`src/rhm_pkg.sv`:
```
// Package with shared types, codes and character constants of the master name extractor.
package rhm_pkg;

    localparam int QueueDepth = 4;
    localparam logic [4:0] HeaderLast = 5'd23;
    localparam logic [31:0] SubhdrLen = 32'd6;

    localparam logic [2:0] ST_OK        = 3'd0;
    localparam logic [2:0] ST_SHORT_HDR = 3'd1;
    localparam logic [2:0] ST_BAD_MAGIC = 3'd2;
    localparam logic [2:0] ST_TRUNCATED = 3'd3;
    localparam logic [2:0] ST_OVERRUN   = 3'd4;

    localparam logic KIND_NAME   = 1'b0;
    localparam logic KIND_STATUS = 1'b1;

    localparam logic [7:0] CHAR_NUL = 8'h00;
    localparam logic [7:0] CHAR_M   = 8'h4D;

    typedef enum logic [2:0] {
        PH_HEADER  = 3'd0,
        PH_SUBHDR  = 3'd1,
        PH_PAYLOAD = 3'd2,
        PH_TAIL    = 3'd3,
        PH_DONE    = 3'd4,
        PH_BAD     = 3'd5
    } phase_t;

    typedef struct packed {
        logic       kind;
        logic [7:0] name_byte;
        logic       name_end;
        logic [2:0] status;
        logic       run_last;
    } result_t;

    typedef struct packed {
        logic    two;
        result_t first;
        result_t second;
    } item_t;

    typedef struct packed {
        logic full;
        logic empty;
    } queue_status_t;

    function automatic logic [7:0] magic_char(input logic [1:0] idx);
        logic [7:0] c;
        unique case (idx)
            2'd0: c = 8'h54;
            2'd1: c = 8'h45;
            2'd2: c = 8'h53;
            2'd3: c = 8'h34;
        endcase
        return c;
    endfunction

    function automatic logic [7:0] tag_char(input logic [1:0] idx);
        logic [7:0] c;
        unique case (idx)
            2'd0: c = 8'h4D;
            2'd1: c = 8'h41;
            2'd2: c = 8'h53;
            2'd3: c = 8'h54;
        endcase
        return c;
    endfunction

endpackage

```
`src/rhm_front.sv`:
```
// Front end: accepts file bytes, walks header and subrecords, and forms result groups.
module rhm_front (
    input  logic                   clk,
    input  logic                   rst_n,
    input  logic                   push,
    output logic                   full,
    input  logic [7:0]             file_byte,
    input  logic                   end_of_file,
    input  rhm_pkg::queue_status_t q_status,
    output logic                   wr_en,
    output rhm_pkg::item_t         wr_item
);
    import rhm_pkg::*;

    phase_t      phase_reg, phase_next;
    logic [4:0]  header_count_reg, header_count_next;
    logic        magic_good_reg, magic_good_next;
    logic [31:0] remaining_reg, remaining_next;
    logic [2:0]  sub_count_reg, sub_count_next;
    logic        tag_matches_reg, tag_matches_next;
    logic [15:0] payload_left_reg, payload_left_next;
    logic        name_open_reg, name_open_next;
    logic [7:0]  held_byte_reg, held_byte_next;
    logic        held_valid_reg, held_valid_next;
    logic [2:0]  walk_status_reg, walk_status_next;

    logic        accept;
    logic [31:0] rem_dec;
    logic [15:0] size_full;
    logic [1:0]  n;
    result_t     res [2];
    logic [2:0]  st;

    assign full    = q_status.full;
    assign accept  = push && !q_status.full;
    assign rem_dec = remaining_reg - 32'd1;
    assign size_full = {file_byte, payload_left_reg[7:0]};

    always_comb
    begin
        phase_next        = phase_reg;
        header_count_next = header_count_reg;
        magic_good_next   = magic_good_reg;
        remaining_next    = remaining_reg;
        sub_count_next    = sub_count_reg;
        tag_matches_next  = tag_matches_reg;
        payload_left_next = payload_left_reg;
        name_open_next    = name_open_reg;
        held_byte_next    = held_byte_reg;
        held_valid_next   = held_valid_reg;
        walk_status_next  = walk_status_reg;
        n      = 2'd0;
        res[0] = '0;
        res[1] = '0;
        st     = ST_OK;

        if (accept)
        begin
            if (held_valid_reg && !name_open_reg)
            begin
                res[0] = '{kind: KIND_NAME, name_byte: held_byte_reg, name_end: 1'b1,
                           status: ST_OK, run_last: 1'b0};
                n = 2'd1;
                held_valid_next = 1'b0;
            end

            unique case (phase_reg)
                PH_HEADER:
                begin
                    if (header_count_reg < 5'd4)
                    begin
                        if (file_byte != magic_char(header_count_reg[1:0]))
                            magic_good_next = 1'b0;
                    end
                    else if (header_count_reg < 5'd8)
                    begin
                        remaining_next[{header_count_reg[1:0], 3'b000} +: 8] = file_byte;
                    end
                    if (header_count_reg == HeaderLast)
                    begin
                        if (!magic_good_next)
                            phase_next = PH_BAD;
                        else if (remaining_next == 32'd0)
                            phase_next = PH_DONE;
                        else
                            phase_next = PH_SUBHDR;
                    end
                    else
                    begin
                        header_count_next = header_count_reg + 5'd1;
                    end
                end
                PH_SUBHDR, PH_PAYLOAD, PH_TAIL:
                begin
                    remaining_next = rem_dec;
                    if (phase_reg == PH_SUBHDR)
                    begin
                        if (sub_count_reg == 3'd0)
                        begin
                            if (remaining_reg < SubhdrLen)
                                phase_next = PH_TAIL;
                            else
                            begin
                                tag_matches_next = (file_byte == CHAR_M);
                                sub_count_next = 3'd1;
                            end
                        end
                        else if (sub_count_reg < 3'd4)
                        begin
                            if (file_byte != tag_char(sub_count_reg[1:0]))
                                tag_matches_next = 1'b0;
                            sub_count_next = sub_count_reg + 3'd1;
                        end
                        else if (sub_count_reg == 3'd4)
                        begin
                            payload_left_next = {8'h00, file_byte};
                            sub_count_next = 3'd5;
                        end
                        else
                        begin
                            payload_left_next = size_full;
                            sub_count_next = 3'd0;
                            if ({16'h0000, size_full} > rem_dec)
                            begin
                                walk_status_next = ST_OVERRUN;
                                phase_next = PH_TAIL;
                            end
                            else if (size_full != 16'd0)
                            begin
                                phase_next = PH_PAYLOAD;
                                name_open_next = tag_matches_reg;
                                held_valid_next = 1'b0;
                            end
                        end
                    end
                    else if (phase_reg == PH_PAYLOAD)
                    begin
                        payload_left_next = payload_left_reg - 16'd1;
                        if (name_open_reg)
                        begin
                            if (held_valid_next)
                            begin
                                res[n[0]] = '{kind: KIND_NAME, name_byte: held_byte_reg,
                                              name_end: (file_byte == CHAR_NUL),
                                              status: ST_OK, run_last: 1'b0};
                                n = n + 2'd1;
                            end
                            if (file_byte == CHAR_NUL)
                            begin
                                held_valid_next = 1'b0;
                                name_open_next = 1'b0;
                            end
                            else
                            begin
                                held_byte_next = file_byte;
                                held_valid_next = 1'b1;
                            end
                        end
                        if (payload_left_next == 16'd0)
                        begin
                            phase_next = PH_SUBHDR;
                            name_open_next = 1'b0;
                        end
                    end
                    if (rem_dec == 32'd0)
                        phase_next = PH_DONE;
                end
                default:
                begin
                end
            endcase

            if (end_of_file)
            begin
                priority case (phase_next)
                    PH_HEADER:                      st = ST_SHORT_HDR;
                    PH_BAD:                         st = ST_BAD_MAGIC;
                    PH_SUBHDR, PH_PAYLOAD, PH_TAIL: st = ST_TRUNCATED;
                    default:                        st = walk_status_next;
                endcase
                res[n[0]] = '{kind: KIND_STATUS,
                              name_byte: (held_valid_next && !name_open_next) ?
                                         held_byte_next : 8'h00,
                              name_end: held_valid_next && !name_open_next,
                              status: st, run_last: 1'b0};
                n = n + 2'd1;

                phase_next        = PH_HEADER;
                header_count_next = 5'd0;
                magic_good_next   = 1'b1;
                remaining_next    = 32'd0;
                sub_count_next    = 3'd0;
                tag_matches_next  = 1'b1;
                payload_left_next = 16'd0;
                name_open_next    = 1'b0;
                held_byte_next    = 8'h00;
                held_valid_next   = 1'b0;
                walk_status_next  = ST_OK;
            end

            if (n == 2'd1)
                res[0].run_last = 1'b1;
            else if (n == 2'd2)
                res[1].run_last = 1'b1;
        end
    end

    assign wr_en          = accept && (n != 2'd0);
    assign wr_item.two    = (n == 2'd2);
    assign wr_item.first  = res[0];
    assign wr_item.second = res[1];

    always_ff @(posedge clk or negedge rst_n)
    begin
        if (!rst_n)
        begin
            phase_reg        <= PH_HEADER;
            header_count_reg <= 5'd0;
            magic_good_reg   <= 1'b1;
            remaining_reg    <= 32'd0;
            sub_count_reg    <= 3'd0;
            tag_matches_reg  <= 1'b1;
            payload_left_reg <= 16'd0;
            name_open_reg    <= 1'b0;
            held_byte_reg    <= 8'h00;
            held_valid_reg   <= 1'b0;
            walk_status_reg  <= ST_OK;
        end
        else
        begin
            phase_reg        <= phase_next;
            header_count_reg <= header_count_next;
            magic_good_reg   <= magic_good_next;
            remaining_reg    <= remaining_next;
            sub_count_reg    <= sub_count_next;
            tag_matches_reg  <= tag_matches_next;
            payload_left_reg <= payload_left_next;
            name_open_reg    <= name_open_next;
            held_byte_reg    <= held_byte_next;
            held_valid_reg   <= held_valid_next;
            walk_status_reg  <= walk_status_next;
        end
    end

endmodule

```
`src/rhm_queue.sv`:
```
// Short queue of result groups between the front end and the back end.
module rhm_queue #(
    parameter int Depth = rhm_pkg::QueueDepth
) (
    input  logic                   clk,
    input  logic                   rst_n,
    input  logic                   wr_en,
    input  rhm_pkg::item_t         wr_item,
    input  logic                   rd_en,
    output rhm_pkg::item_t         rd_item,
    output rhm_pkg::queue_status_t q_status
);
    import rhm_pkg::*;

    localparam int PtrW = (Depth > 1) ? $clog2(Depth) : 1;
    localparam int CntW = $clog2(Depth + 1);
    localparam logic [CntW-1:0] CountMax = CntW'(Depth);
    localparam logic [PtrW-1:0] PtrLast = PtrW'(Depth - 1);
    localparam logic [PtrW-1:0] PtrOne = PtrW'(1);
    localparam logic [CntW-1:0] CountOne = CntW'(1);

    item_t           mem_reg [Depth];
    logic [PtrW-1:0] wr_ptr_reg, wr_ptr_next;
    logic [PtrW-1:0] rd_ptr_reg, rd_ptr_next;
    logic [CntW-1:0] count_reg, count_next;
    logic            do_wr, do_rd;

    assign q_status.full  = (count_reg == CountMax);
    assign q_status.empty = (count_reg == '0);
    assign do_wr   = wr_en && !q_status.full;
    assign do_rd   = rd_en && !q_status.empty;
    assign rd_item = mem_reg[rd_ptr_reg];

    always_comb
    begin
        wr_ptr_next = wr_ptr_reg;
        rd_ptr_next = rd_ptr_reg;
        count_next  = count_reg;
        if (do_wr)
            wr_ptr_next = (wr_ptr_reg == PtrLast) ? '0 : wr_ptr_reg + PtrOne;
        if (do_rd)
            rd_ptr_next = (rd_ptr_reg == PtrLast) ? '0 : rd_ptr_reg + PtrOne;
        if (do_wr && !do_rd)
            count_next = count_reg + CountOne;
        else if (do_rd && !do_wr)
            count_next = count_reg - CountOne;
    end

    always_ff @(posedge clk)
    begin
        if (do_wr)
            mem_reg[wr_ptr_reg] <= wr_item;
    end

    always_ff @(posedge clk or negedge rst_n)
    begin
        if (!rst_n)
        begin
            wr_ptr_reg <= '0;
            rd_ptr_reg <= '0;
            count_reg  <= '0;
        end
        else
        begin
            wr_ptr_reg <= wr_ptr_next;
            rd_ptr_reg <= rd_ptr_next;
            count_reg  <= count_next;
        end
    end

endmodule

```
`src/rhm_back.sv`:
```
// Back end: splits result groups into single results and holds them in the output register.
module rhm_back (
    input  logic                   clk,
    input  logic                   rst_n,
    input  rhm_pkg::item_t         rd_item,
    input  rhm_pkg::queue_status_t q_status,
    output logic                   rd_en,
    input  logic                   pop,
    output logic                   empty,
    output rhm_pkg::result_t       out_result
);
    import rhm_pkg::*;

    logic    out_valid_reg, out_valid_next;
    result_t out_reg, out_next;
    logic    second_reg, second_next;
    logic    load;

    assign load  = (!out_valid_reg || pop) && !q_status.empty;
    assign empty = !out_valid_reg;
    assign out_result = out_reg;

    always_comb
    begin
        out_valid_next = out_valid_reg;
        out_next       = out_reg;
        second_next    = second_reg;
        rd_en          = 1'b0;
        if (out_valid_reg && pop)
            out_valid_next = 1'b0;
        if (load)
        begin
            out_valid_next = 1'b1;
            out_next = second_reg ? rd_item.second : rd_item.first;
            if (second_reg || !rd_item.two)
            begin
                rd_en = 1'b1;
                second_next = 1'b0;
            end
            else
            begin
                second_next = 1'b1;
            end
        end
    end

    always_ff @(posedge clk)
    begin
        out_reg <= out_next;
    end

    always_ff @(posedge clk or negedge rst_n)
    begin
        if (!rst_n)
        begin
            out_valid_reg <= 1'b0;
            second_reg    <= 1'b0;
        end
        else
        begin
            out_valid_reg <= out_valid_next;
            second_reg    <= second_next;
        end
    end

endmodule

```
`src/record_header_master_name_extractor_top.sv`:
```
// Top level of the master name extractor: front end, group queue and back end.
// A request puts any result group it yields in the queue, which feeds the output register.
// One file byte per cycle is accepted while the queue is not full; results are drained at
// one per cycle while pop is high and results are waiting. A byte that yields two results
// hands them out in turn through the single output register. Reset is asynchronous, active
// low: the parser returns to the header phase, queue and output register empty.
module record_header_master_name_extractor_top #(
    parameter int QueueDepth = rhm_pkg::QueueDepth
) (
    input  logic       clk,
    input  logic       rst_n,
    input  logic       push,
    output logic       full,
    input  logic [7:0] file_byte,
    input  logic       end_of_file,
    output logic       empty,
    input  logic       pop,
    output logic       kind,
    output logic [7:0] name_byte,
    output logic       name_end,
    output logic [2:0] status,
    output logic       run_last
);
    import rhm_pkg::*;

    queue_status_t q_status;
    logic          wr_en;
    item_t         wr_item;
    logic          rd_en;
    item_t         rd_item;
    result_t       out_result;

    rhm_front u_front (
        .clk         (clk),
        .rst_n       (rst_n),
        .push        (push),
        .full        (full),
        .file_byte   (file_byte),
        .end_of_file (end_of_file),
        .q_status    (q_status),
        .wr_en       (wr_en),
        .wr_item     (wr_item)
    );

    rhm_queue #(
        .Depth (QueueDepth)
    ) u_queue (
        .clk      (clk),
        .rst_n    (rst_n),
        .wr_en    (wr_en),
        .wr_item  (wr_item),
        .rd_en    (rd_en),
        .rd_item  (rd_item),
        .q_status (q_status)
    );

    rhm_back u_back (
        .clk        (clk),
        .rst_n      (rst_n),
        .rd_item    (rd_item),
        .q_status   (q_status),
        .rd_en      (rd_en),
        .pop        (pop),
        .empty      (empty),
        .out_result (out_result)
    );

    assign kind      = out_result.kind;
    assign name_byte = out_result.name_byte;
    assign name_end  = out_result.name_end;
    assign status    = out_result.status;
    assign run_last  = out_result.run_last;

endmodule
```
`config.mk`:
```
export PLATFORM = sky130hd
export DESIGN_NAME = record_header_master_name_extractor_top
export DESIGN_NICKNAME = d
export VERILOG_FILES = /design/src/rhm_pkg.sv /design/src/rhm_front.sv /design/src/rhm_queue.sv /design/src/rhm_back.sv /design/src/record_header_master_name_extractor_top.sv
export SDC_FILE = /design/constraint.sdc
export NUM_CORES = 1
export LEC_CHECK = 0
export BUFFER_PORTS_ARGS = -buffer_cell sky130_fd_sc_hd__buf_4
export CAP_MARGIN = 15
export CELL_PAD_IN_SITES_DETAIL_PLACEMENT = 0
export CELL_PAD_IN_SITES_GLOBAL_PLACEMENT = 1
export CORE_MARGIN = 2
export CORE_UTILIZATION = 25
export CTS_BUF_LIST = sky130_fd_sc_hd__clkbuf_16
export CTS_CLUSTER_SIZE = 16
export DETAILED_ROUTE_END_ITERATION = 10
export MAX_ROUTING_LAYER = met4
export PLACE_DENSITY_LB_ADDON = 0.15
export SLEW_MARGIN = 10
export SYNTH_ARGS = -nofsm -noshare
export SYNTH_HDL_FRONTEND = slang
export SYNTH_SLANG_ARGS = --single-unit
```
`constraint.sdc`:
```
create_clock -name clk -period 4.9 [get_ports clk]
set_input_delay 0.245 -clock clk [delete_from_list [all_inputs] [get_ports clk]]
set_output_delay 0.245 -clock clk [all_outputs]
set_load 0.01 [all_outputs]
```
==> summary.md <==
| Metric | Value |
|---|---|
| Worst r2r path cells | `17` |
| Global-route wire length before repair | `roughly 63000 µm` |
| First DRT Iteration DRCs | `574` |
| RSZ-0062 raised after global routing | `false` |
| Setup total negative slack | `0 ps` |
| Critical path origin | `u_front.remaining_reg[0]` |
| Dpl cells | `1848` |
| IO Count | `29` |
| Reg2Reg Launch Point | `u_front.remaining_reg[0]` |
| MaxCap Viol Count | `0` |
| Hold depth | `3` |
| Die H | `~230 µm` |
| Worst skew pair latency | `570 ps` |
| Largest cells by area after synthesis | `edfxtp_1 (32%), dfrtp_1 (17%), mux4_2 (5.3%)` |
| Slew @ Worst Pin | `1110 ps` |
| # diodes | `0` |
| Row Count | `81` |
| FF-to-FF setup slack | `510 ps` |
| Endpoints failing hold | `0` |
| Final worst path period need | `4390 ps` |
| Root Buffer | `clkbuf_16` |
| Number of global-route vias before repair | `9703` |
| Synth Instances | `roughly 1200` |
| Post-CTS sizing | `0` |
| CTS tree | `built` |
| Mapped cell area | `12300 µm²` |
| Hold WS | `148 ps` |
| Synthesized flop and latch total | `213` |
| Final Max Tran Viols | `0` |
| Initial Utilization | `25.2%` |
| Status | `finished clean` |
| Highest Clock Rate | `228 MHz` |
| H-tree depth | `1` |
| Core ar. | `48700 µm²` |
| VDD IR max | `0.000247 V` |
| Die area | `50900 µm²` |
| Clk sinks | `213` |
| Die width | `between 200 and 250 µm` |
| Crit path largest cell delay | `470 ps` |
| Clock buffer depth | `3` |
| Routed vias/inst | `approximately 5` |
| Slowest CP cell | `dfrtp_1` |
| Crit Path Category | `reg2reg` |
| Critical Path Start Type | `flip-flop` |
| Layout area overhead | `16.0%` |
| Worst path required time | `5220 ps` |
| Cts bufs inserted | `28` |
| Ys async rst share | `39.0%` |
| Worst Clk Skew | `16.0 ps` |
| Worst setup EP type | `flip-flop` |
| CP max FO | `8` |
| Share of cells above drive strength 1 | `between 10 and 15%` |
| Post-synth top area share | `31.8%` |
| Worst EP arrival | `4700 ps` |
| Min-delay src | `file_byte[7]` |
| Reg clk slew, reported paths | `~60 ps` |
| Vias | `9586` |
| # setup viols final | `0` |
| Max reg flops | `116` |
| Antenna violations before repair | `0` |
| Syn avg cell area | `10.2 µm²` |
| P_leak | `5.47 nW` |
| GRT Total Usage | `16.8%` |
| Worst-path cell chain | `inv_1 > ha_1 > nor3b_2 > buf_4 > nand4_1 > xor2_1 > ha_1 > and3_1 > nand4_1 > a211oi_1 > or4b_2 > nand2_1 > nor4_2 > nand3b_1 > nand4b_1 > buf_4 > o21ai_0` |
| DR DRC count | `0` |
| WL final | `40900 µm` |
| RR Endpoint | `u_queue.mem_reg[1][23]` |
| Area leader, netlist | `edfxtp_1` |
| Rel. slew slack | `25.5%` |
| Seq/Total Area, Yosys | `around half` |
| Largest net degree at the start of global routing | `52` |
| Top FF cell, synth | `edfxtp_1` |
| DP Wirelength | `26400 µm` |
| TritonRoute pass-1 iters | `4` |
| Port Buf Inserts | `28` |
| Final period util | `89.5%` |
| Min-delay worst type | `in2reg` |
| Cell Count, Final, Fillers Out | `1901` |
| Post-synth EDFFs | `130` |
| Nets | `between 1000 and 1500` |
| Final ANT Viol Nets | `0` |
| Warnings from Yosys | `0` |
| Cell variety after synth | `77` |
| GP Congestion | `a little over 0.8` |
| Total gr overflow | `0` |
| Worst min-delay path endpoint | `u_front.payload_left_reg[15]` |
| Syn nets | `approximately 1300` |
| WL per Instance | `21.5 µm` |
| P per Cell Area | `between 500 and 600 nW/µm²` |
-- final cells by class --
cell class / count / area (µm²)
Fill cell: 5064 / 34500
Multi-Input combinational cell: 871 / 5870
Sequential cell: 213 / 5980
Clock buffer: 28 / 701
Clock inverter: 23 / 201
Inverter: 31 / 116
Tap cell: 664 / 831
Timing Repair Buffer: 71 / 538
-- timing repair --
action	4_1_cts	5_1_grt
hold buffers	2	0
setup buffers	0	0
endpoints found under the hold margin	45	0
-- logic make-up (layout without fill, tap and decap cells) --
group,Yosys count,count (layout),synth area share (%)
simple gates,467,467,20.2
fa+ha+maj,41,41,4.24
buf+inv,115,153,3.68
mux,50,50,7.06
xor+xnor,31,31,2.21
flops,213,213,48.7
compound gates,282,282,13.9
-- power breakdown --
part / leakage, nW / switching [mW] / internal, mW
logic: 2.67 / 1.64 / 1.10
clock network: 0.461 / 0.841 / 1.19
registers: 2.34 / 0.232 / 2.24
-- critical path: cells and delay by family (launching register included) --
family          cells  cell delay [ps]
compound gates      2              610
xor+xnor            1              210
fa+ha+maj           2              560
buf+inv             3              530
flops               1              470
simple gates        9             1770
-- metrics by stage --
stage	util [%]	total power, mW	instance area (µm²)	worst slack [ps]
after CTS	29.2	7.38	14200	532
after floorplan	-	4.28	12300	1040
after global placement	27.3	5.29	13300	616
final	29.2	7.25	14200	513
after global routing	29.2	7.77	14200	63.1
after detailed placement	27.3	5.29	13300	549
-- cells in the mapped netlist, drive strengths merged, types with 15 or more instances --
| cell type | count |
|---|---|
| nand2 | 142 |
| edfxtp | 130 |
| o21ai | 108 |
| nor2 | 102 |
| dfrtp | 81 |
| clkbuf | 69 |
| a21oi | 66 |
| ha | 40 |
| nor3 | 37 |
| inv | 31 |
| mux4 | 29 |
| a31oi | 27 |
| nor4 | 23 |
| and2 | 18 |
| mux2i | 18 |
| nand3 | 18 |
| nand4 | 18 |
| xnor2 | 16 |
| buf | 15 |
| xor2 | 15 |
-- cell usage in the layout, fill, tap and decap left out, drive strengths merged, types with 11 or more instances in the layout --
cell | Yosys | layout
nand2 | 142 | 142
edfxtp | 130 | 130
o21ai | 108 | 108
nor2 | 102 | 102
dfrtp | 81 | 81
buf | 15 | 69
a21oi | 66 | 66
ha | 40 | 40
inv | 31 | 38
nor3 | 37 | 37
mux4 | 29 | 29
clkbuf | 69 | 28
a31oi | 27 | 27
nor4 | 23 | 23
nand4 | 18 | 18
nand3 | 18 | 18
mux2i | 18 | 18
and2 | 18 | 18
xnor2 | 16 | 16
xor2 | 15 | 15
or3 | 14 | 14
nor4bb | 14 | 14
a21boi | 11 | 11
clkinv | 0 | 11
-- routing by layer --
| layer | part of all wire (%) | GRT usage [%] | up-vias |
|---|---|---|---|
| li1 | - | - | 4502 |
| met1 | 46 | 22.4 | 4802 |
| met2 | 47 | 26.9 | 233 |
| met3 | 4.6 | 2.38 | 49 |
| met4 | 1.6 | 3.78 | 0 |
| met5 | 0 | - | - |
-- worst max path at each step --
stage	endpoint	cells after the start	slack [ps]
2_1_floorplan	u_queue.mem_reg[0][19]	17	1040
3_3_place_gp	u_queue.mem_reg[2][21]	15	620
3_5_place_dp	u_queue.mem_reg[0][23]	17	550
4_1_cts	u_queue.mem_reg[2][23]	17	530
5_1_grt	u_queue.mem_reg[2][23]	17	60
6_report	u_queue.mem_reg[1][23]	17	510
Note: power is estimated with default switching activity, not from simulation.
